==> src/design/i8gemv_pkg.sv <==
// shared types and constants for the int8 gemv row dot-product block
// no dependencies; imported by every module of the block
package i8gemv_pkg;

   localparam int unsigned PROD_W = 17;
   localparam int unsigned DATA_W = 16;
   localparam logic [7:0]  BYTE_BIAS = 8'h80;
   localparam logic [DATA_W-1:0] SAT_POS = 16'h7FFF;
   localparam logic [DATA_W-1:0] SAT_NEG = 16'h8000;

   typedef enum logic [1:0] {
      CSR_ALPHA = 2'd0,
      CSR_BETA  = 2'd1,
      CSR_COMP  = 2'd2
   } csr_index_type;

   typedef logic signed [PROD_W-1:0] prod_type;

   // finished row leaving the merge stage
   typedef struct packed {
      logic              valid;
      logic [DATA_W-1:0] comp_sum;
      logic [DATA_W-1:0] prior;
   } stage2_type;

endpackage

==> src/design/i8gemv_lane.sv <==
// one product lane: biased unsigned row byte times signed vector byte
// depends on i8gemv_pkg
module i8gemv_lane (
   input  logic                 clock,
   input  logic                 load,
   input  logic signed [7:0]    row,
   input  logic signed [7:0]    vec,
   output i8gemv_pkg::prod_type prod
);
   import i8gemv_pkg::*;

   logic [7:0] biased;
   prod_type   prod_in;
   prod_type   prod_ff;

   // offset by 128 is a flip of the sign bit
   assign biased  = row ^ BYTE_BIAS;
   assign prod_in = $signed({1'b0, biased}) * vec;

   always_ff @(posedge clock) begin
      if (load) begin
         prod_ff <= prod_in;
      end
   end

   assign prod = prod_ff;

endmodule

==> src/design/i8gemv_merge.sv <==
// merge stage: saturating pair sum, wrapping accumulator, compensation
// depends on i8gemv_pkg; fed by two i8gemv_lane instances
module i8gemv_merge (
   input  logic                   clock,
   input  logic                   reset,
   input  logic                   take,
   input  logic                   last,
   input  logic [15:0]            prior,
   input  i8gemv_pkg::prod_type   prod_even,
   input  i8gemv_pkg::prod_type   prod_odd,
   input  logic [15:0]            offset_comp,
   input  logic                   next_ready,
   output i8gemv_pkg::stage2_type s2,
   output logic                   last_ready
);
   import i8gemv_pkg::*;

   logic signed [PROD_W:0] pair_sum;
   logic                   pair_fits;
   logic [DATA_W-1:0]      pair_sat;
   logic [DATA_W-1:0]      acc_sum;
   logic [DATA_W-1:0]      acc_in, acc_ff;
   logic                   push;
   logic                   s2_valid_in, s2_valid_ff;
   logic [DATA_W-1:0]      s2_comp_ff, s2_prior_ff;

   assign pair_sum  = {prod_even[PROD_W-1], prod_even} + {prod_odd[PROD_W-1], prod_odd};
   assign pair_fits = (pair_sum[PROD_W:DATA_W-1] == {(PROD_W-DATA_W+2){pair_sum[PROD_W]}});

   always_comb begin
      if (pair_fits) begin
         pair_sat = pair_sum[DATA_W-1:0];
      end else if (pair_sum[PROD_W]) begin
         pair_sat = SAT_NEG;
      end else begin
         pair_sat = SAT_POS;
      end
   end

   assign acc_sum    = acc_ff + pair_sat;
   assign push       = s2_valid_ff && next_ready;
   assign last_ready = !s2_valid_ff || next_ready;

   always_comb begin
      acc_in = acc_ff;
      if (take) begin
         acc_in = last ? '0 : acc_sum;
      end
   end

   always_comb begin
      s2_valid_in = s2_valid_ff;
      if (take && last) begin
         s2_valid_in = 1'b1;
      end else if (push) begin
         s2_valid_in = 1'b0;
      end
   end

   always_ff @(posedge clock) begin
      if (reset) begin
         acc_ff      <= '0;
         s2_valid_ff <= 1'b0;
      end else begin
         acc_ff      <= acc_in;
         s2_valid_ff <= s2_valid_in;
      end
   end

   always_ff @(posedge clock) begin
      if (take && last) begin
         s2_comp_ff  <= acc_sum - offset_comp;
         s2_prior_ff <= prior;
      end
   end

   assign s2.valid    = s2_valid_ff;
   assign s2.comp_sum = s2_comp_ff;
   assign s2.prior    = s2_prior_ff;

endmodule

==> src/design/i8gemv_scale.sv <==
// scaling stage: alpha and beta products, final add, output register
// depends on i8gemv_pkg; takes finished rows from i8gemv_merge
module i8gemv_scale (
   input  logic                   clock,
   input  logic                   reset,
   input  i8gemv_pkg::stage2_type s2,
   input  logic [15:0]            alpha,
   input  logic [15:0]            beta,
   output logic                   ready,
   output logic                   rsp_valid,
   input  logic                   rsp_stall,
   output logic signed [15:0]     rsp_row_result
);
   import i8gemv_pkg::*;

   logic [2*DATA_W-1:0] alpha_prod, beta_prod;
   logic                push;
   logic                out_free;
   logic                s3_go;
   logic                s3_valid_in, s3_valid_ff;
   logic [DATA_W-1:0]   s3_alpha_ff, s3_beta_ff;
   logic                out_valid_in, out_valid_ff;
   logic [DATA_W-1:0]   out_data_ff;

   // only the low 16 bits are kept, so unsigned products give the same bits
   assign alpha_prod = s2.comp_sum * alpha;
   assign beta_prod  = s2.prior * beta;

   assign out_free = !out_valid_ff || !rsp_stall;
   assign s3_go    = s3_valid_ff && out_free;
   assign ready    = !s3_valid_ff || out_free;
   assign push     = s2.valid && ready;

   always_comb begin
      s3_valid_in = s3_valid_ff;
      if (push) begin
         s3_valid_in = 1'b1;
      end else if (s3_go) begin
         s3_valid_in = 1'b0;
      end
   end

   always_comb begin
      out_valid_in = out_valid_ff;
      if (s3_go) begin
         out_valid_in = 1'b1;
      end else if (!rsp_stall) begin
         out_valid_in = 1'b0;
      end
   end

   always_ff @(posedge clock) begin
      if (reset) begin
         s3_valid_ff  <= 1'b0;
         out_valid_ff <= 1'b0;
      end else begin
         s3_valid_ff  <= s3_valid_in;
         out_valid_ff <= out_valid_in;
      end
   end

   always_ff @(posedge clock) begin
      if (push) begin
         s3_alpha_ff <= alpha_prod[DATA_W-1:0];
         s3_beta_ff  <= beta_prod[DATA_W-1:0];
      end
      if (s3_go) begin
         out_data_ff <= s3_alpha_ff + s3_beta_ff;
      end
   end

   assign rsp_valid      = out_valid_ff;
   assign rsp_row_result = $signed(out_data_ff);

endmodule

==> src/design/int8_gemv_row_dot_s16.sv <==
// int8 gemv row dot product with int16 accumulate and alpha/beta scaling
// path: a last pair passes the input registers, the merge register, the scale register and the output register
// throughput: one pair per cycle while req_stall is low; the pair sum and accumulator add in the merge stage set it
// stall: a waiting result holds the output register; upstream stages fill up, then the input stalls
// reset: synchronous, clears all valids and the accumulator; alpha = 1, beta = 0, comp = 0
module int8_gemv_row_dot_s16 (
   input  logic               clock,
   input  logic               reset,
   input  logic               req_valid,
   output logic               req_stall,
   input  logic signed [7:0]  req_row_even,
   input  logic signed [7:0]  req_row_odd,
   input  logic signed [7:0]  req_vec_even,
   input  logic signed [7:0]  req_vec_odd,
   input  logic signed [15:0] req_prior_out,
   input  logic               req_last,
   output logic               rsp_valid,
   input  logic               rsp_stall,
   output logic signed [15:0] rsp_row_result,
   input  logic               csr_write,
   input  logic [1:0]         csr_index,
   input  logic [15:0]        csr_wdata
);
   import i8gemv_pkg::*;

   logic              req_xfer;
   logic              s1_take;
   logic              s1_valid_in, s1_valid_ff;
   logic              s1_last_ff;
   logic [DATA_W-1:0] s1_prior_ff;
   prod_type          prod_even, prod_odd;
   logic              merge_last_ready;
   logic              scale_ready;
   stage2_type        s2;
   logic [DATA_W-1:0] alpha_ff, beta_ff, comp_ff;

   // configuration registers
   always_ff @(posedge clock) begin
      if (reset) begin
         alpha_ff <= 16'h0001;
         beta_ff  <= '0;
         comp_ff  <= '0;
      end else if (csr_write) begin
         unique case (csr_index)
            CSR_ALPHA: alpha_ff <= csr_wdata;
            CSR_BETA:  beta_ff  <= csr_wdata;
            CSR_COMP:  comp_ff  <= csr_wdata;
            default: ;
         endcase
      end
   end

   // a non-last pair only touches the accumulator, so it never waits
   assign s1_take   = s1_valid_ff && (!s1_last_ff || merge_last_ready);
   assign req_stall = s1_valid_ff && !s1_take;
   assign req_xfer  = req_valid && !req_stall;

   always_comb begin
      s1_valid_in = s1_valid_ff;
      if (req_xfer) begin
         s1_valid_in = 1'b1;
      end else if (s1_take) begin
         s1_valid_in = 1'b0;
      end
   end

   always_ff @(posedge clock) begin
      if (reset) begin
         s1_valid_ff <= 1'b0;
      end else begin
         s1_valid_ff <= s1_valid_in;
      end
   end

   always_ff @(posedge clock) begin
      if (req_xfer) begin
         s1_last_ff  <= req_last;
         s1_prior_ff <= req_prior_out;
      end
   end

   i8gemv_lane u_lane_even (
      .clock (clock),
      .load  (req_xfer),
      .row   (req_row_even),
      .vec   (req_vec_even),
      .prod  (prod_even)
   );

   i8gemv_lane u_lane_odd (
      .clock (clock),
      .load  (req_xfer),
      .row   (req_row_odd),
      .vec   (req_vec_odd),
      .prod  (prod_odd)
   );

   i8gemv_merge u_merge (
      .clock       (clock),
      .reset       (reset),
      .take        (s1_take),
      .last        (s1_last_ff),
      .prior       (s1_prior_ff),
      .prod_even   (prod_even),
      .prod_odd    (prod_odd),
      .offset_comp (comp_ff),
      .next_ready  (scale_ready),
      .s2          (s2),
      .last_ready  (merge_last_ready)
   );

   i8gemv_scale u_scale (
      .clock          (clock),
      .reset          (reset),
      .s2             (s2),
      .alpha          (alpha_ff),
      .beta           (beta_ff),
      .ready          (scale_ready),
      .rsp_valid      (rsp_valid),
      .rsp_stall      (rsp_stall),
      .rsp_row_result (rsp_row_result)
   );

endmodule

==> config.mk <==
export PLATFORM = sky130hd
export DESIGN_NAME = int8_gemv_row_dot_s16
export DESIGN_NICKNAME = d
export VERILOG_FILES = /design/src/design/i8gemv_pkg.sv /design/src/design/i8gemv_lane.sv /design/src/design/i8gemv_merge.sv /design/src/design/i8gemv_scale.sv /design/src/design/int8_gemv_row_dot_s16.sv
export SDC_FILE = /design/constraint.sdc
export NUM_CORES = 1
export LEC_CHECK = 0
export BUFFER_PORTS_ARGS = -buffer_cell sky130_fd_sc_hd__buf_4
export CAP_MARGIN = 5
export CORE_MARGIN = 4
export CORE_UTILIZATION = 55
export DETAILED_ROUTE_END_ITERATION = 12
export PLACE_DENSITY_LB_ADDON = 0.15
export REMOVE_ABC_BUFFERS = 1
export SLEW_MARGIN = 15
export SYNTH_ARGS = -nofsm -noshare
export SYNTH_HDL_FRONTEND = slang
export SYNTH_SLANG_ARGS = --single-unit
==> constraint.sdc <==
create_clock -name clock -period 16.15 [get_ports clock]
set_clock_uncertainty 0.1 [all_clocks]
set_input_delay 1.615 -clock clock [delete_from_list [all_inputs] [get_ports clock]]
set_output_delay 1.615 -clock clock [all_outputs]
set_load 0.01 [all_outputs]
==> results_dict.tcl <==
set metrics [dict create \
    fin_crit_ns 6.97 \
    antenna_found_initial 0 \
    setup_tns_ns 0 \
    synth_edf_count 131 \
    fmax_mhz 143 \
    routedWlPerCell_um 16.0 \
    htree_levels 4 \
    ys_async_sr_fraction_pct 0 \
    hold_start "s1_prior_ff[10]" \
    pwr-share-clk_pct 14.0 \
    end_kind "flop" \
    power_frac_comb_pct 60.8 \
    synth_ff_type "edfxtp_1" \
    initial_core_util_pct 56.0 \
    grt_pass1_vias 15694 \
    cts_buffers 17 \
    crit_arrival_ns 7.06 \
    gp_congestion 0.865 \
    fillerInstances 3313 \
    die_height_um 204 \
    dp.cells 2790 \
    finalWorstSetupSlack_ns 9.18 \
    postCtsHoldBufs 0 \
    crit_path_start_kind "flop" \
    required_ns 16.24 \
    grt-ovfl-total 0 \
    grt_max_degree 68 \
    io_buffers 89 \
    finalHoldViolations 0 \
    synth_seq_cells 199 \
    powerDensity_mw_per_mm2 137 \
    post-route-period-util_pct 43.2 \
    placementRows 71 \
    diodes 0 \
    yosysWarnings 0 \
    grt_util_all_layers_pct 22.2 \
    wirelength_um 45100 \
    max_stage_delay_ns 0.76 \
    ys_seq_area_share_pct 25.0 \
    drv_slew 0 \
    ant_nets 0 \
    critPathKind "reg2reg" \
    cts_sinks 199 \
    worst_slew_pin_slew_ns 1.05 \
    drtIter0Drc 681 \
    holdPathStages 0 \
    switching_share_pct 43.7 \
    ys_types 55 \
    via_count 14883 \
    pre_cts_ws_ns 9.20 \
    p_seq_share_pct 25.2 \
    ff2ff_path_depth 28 \
    coreArea_mm2 0.0378 \
    cts_root_buffer "clkbuf_16" \
    whs_ns 0.322 \
    die_w_um 204 \
    p_int_mw 1.77 \
    post_cts_resized 0 \
    vdd_drop_max_uv 99.6 \
    cp_slowest_cell "a32oi_1" \
    relSlewSlack_pct 29.8 \
    nets 2857 \
    setup_viol 0 \
    drt_pass1_iterations 5 \
    path_clk_slew_ns 0.08 \
    postCtsSetupRepairBufs 0 \
    syn_area_mm2 0.0212 \
    drt-vias-per-instance 5.27 \
    seq_area_mm2 0.00530 \
    synth.avg_cell_area_um2 9.45 \
    r2r_end "u_merge.s2_comp_ff[15]" \
    drv_cap 0 \
    dp_hpwl_um 36200 \
    grt_first_pass_wirelength_um 75000 \
    ios 90 \
    dieArea_mm2 0.0417 \
    clock_path_buffers 2 \
    p_switching_mw 1.38 \
    status "finished, final reports clean" \
    syn2layout_area_growth_pct 8.34 \
    hp-class "reg2reg" \
    drc 0 \
    reg2reg_setup_slack_ns 9.18 \
    worst_skew_pair.late_latency_ns 0.45 \
    multi_input_area_mm2 0.0142 \
    synthCells 2241 \
    r2r_start "u_lane_even.prod[4]" \
    worstPathMaxFanout 16 \
    cts_tree "built" \
    rsz0062_at_grt "no" \
    drive_gt1_share_pct 6.14 \
    final_cells 2822 \
    leakagePower_nw 10.6 \
    min_to "u_merge.s2_prior_ff[10]" \
]
critical path, delay by kind of cell, from the launching register on:
| kind | cells | cell delay, ns |
|---|---|---|
| and+or+nand+nor | 4 | 0.74 |
| AOI/OAI and AO/OA | 18 | 3.95 |
| DFF | 1 | 0.38 |
| adders and majority gates | 3 | 1.08 |
| xor gates and xnor gates | 3 | 0.47 |
cell usage in the layout, fill, tap and decap left out, types with 19 or more instances in the layout:
cell      netlist  final
a21oi_1       109    109
ha_1          249    249
nand2_1       308    308
nor3_1         22     22
xnor2_1       116    116
buf_4           0     93
inv_1         388    388
edfxtp_1      131    131
fa_1          238    238
dfxtp_1        68     68
xor2_1         36     36
nor2b_1        20     19
nor2_1         74     72
o21ai_0        45     45
nand2b_1       27     27
and2_1        207    207
cell families after synthesis:
kind of cell               synth area share (%)
xor gates and xnor gates                   6.29
adders and majority gates                  37.2
buffers and inverters                      7.89
DFF                                        25.0
AOI/OAI and AO/OA                          7.33
muxes                                     0.154
and+or+nand+nor                            16.1
power groups by stage:
stage / Sequential, mW / Combinational, mW / Clock (mW)
2_1_floorplan: 0.765 / 1.50 / 0
6_report: 0.794 / 1.92 / 0.443
3_3_place_gp: 0.804 / 1.84 / 0
5_1_grt: 0.803 / 2.17 / 0.473
4_1_cts: 0.794 / 1.93 / 0.451
3_5_place_dp: 0.805 / 1.91 / 0
stage by stage:
| stage | util [%] | instance area [um^2] | total power, mW |
|---|---|---|---|
| after floorplan | - | 21000 | 2.27 |
| after global placement | 59.0 | 22300 | 2.65 |
| after detailed placement | 59.0 | 22300 | 2.72 |
| after CTS | 60.6 | 22900 | 3.17 |
| after global routing | 60.6 | 22900 | 3.45 |
| final | 60.6 | 22900 | 3.15 |
cell usage after synthesis, types with 3 or more instances:
| library cell | number | area (um^2) |
|---|---|---|
| o21ai_1 | 9 | 45.0 |
| o211ai_1 | 4 | 30.0 |
| a21boi_0 | 10 | 75.1 |
| a211o_1 | 3 | 26.3 |
| dfxtp_1 | 68 | 1360 |
| nor3_1 | 22 | 110 |
| nand2_1 | 308 | 1160 |
| ha_1 | 249 | 3120 |
| and2_1 | 207 | 1290 |
| or3_1 | 3 | 18.8 |
| fa_1 | 238 | 4760 |
| a31oi_1 | 5 | 31.3 |
| o31ai_1 | 4 | 30.0 |
| a21oi_1 | 109 | 546 |
| nor2_1 | 74 | 278 |
| xor2_1 | 36 | 315 |
| a22oi_1 | 10 | 75.1 |
| o21ai_0 | 45 | 225 |
| nor4_1 | 3 | 18.8 |
| inv_1 | 388 | 1460 |
| a21o_1 | 17 | 128 |
| or2_2 | 3 | 18.8 |
| o21a_1 | 5 | 37.5 |
| clkbuf_1 | 54 | 203 |
| nor2b_1 | 20 | 125 |
| and3_1 | 6 | 37.5 |
| xnor2_1 | 116 | 1020 |
| edfxtp_1 | 131 | 3930 |
| nand3_1 | 17 | 85.1 |
| nand3b_1 | 4 | 30.0 |
| nand2b_1 | 27 | 169 |
| o41ai_1 | 3 | 26.3 |
| o21bai_1 | 13 | 97.6 |
routing by layer:
layer | global-route usage [%] | up-vias | wire (um)
li1 | - | 7218 | -
met1 | 27.8 | 7282 | 19100
met2 | 39.8 | 312 | 22900
met3 | 2.84 | 71 | 1800
met4 | 7.59 | 0 | 1330
met5 | 0 | - | 0
area by class of cell:
type | count | share of cell area (%)
inverter | 388 | 6.35
timing repair buffer | 93 | 3.04
clock inverter | 15 | 0.867
multi-input combinational | 1599 | 62.0
clock buffer | 17 | 1.85
sequential | 199 | 23.1
tap | 511 | 2.79
worst max-delay path by stage:
stage                   startpoint                     end  slack (ns)  depth (start not counted)
6_report       u_lane_even.prod[4]  u_merge.s2_comp_ff[15]        9.18                         28
5_1_grt        u_lane_even.prod[0]  u_merge.s2_comp_ff[15]        8.38                         29
4_1_cts        u_lane_even.prod[4]  u_merge.s2_comp_ff[15]        9.19                         28
3_5_place_dp   u_lane_even.prod[4]  u_merge.s2_comp_ff[15]        9.20                         28
3_3_place_gp   u_lane_even.prod[0]  u_merge.s2_comp_ff[15]        9.42                         29
2_1_floorplan  u_lane_even.prod[4]  u_merge.s2_comp_ff[15]        9.91                         30
Power figures use the tool's default switching activity.
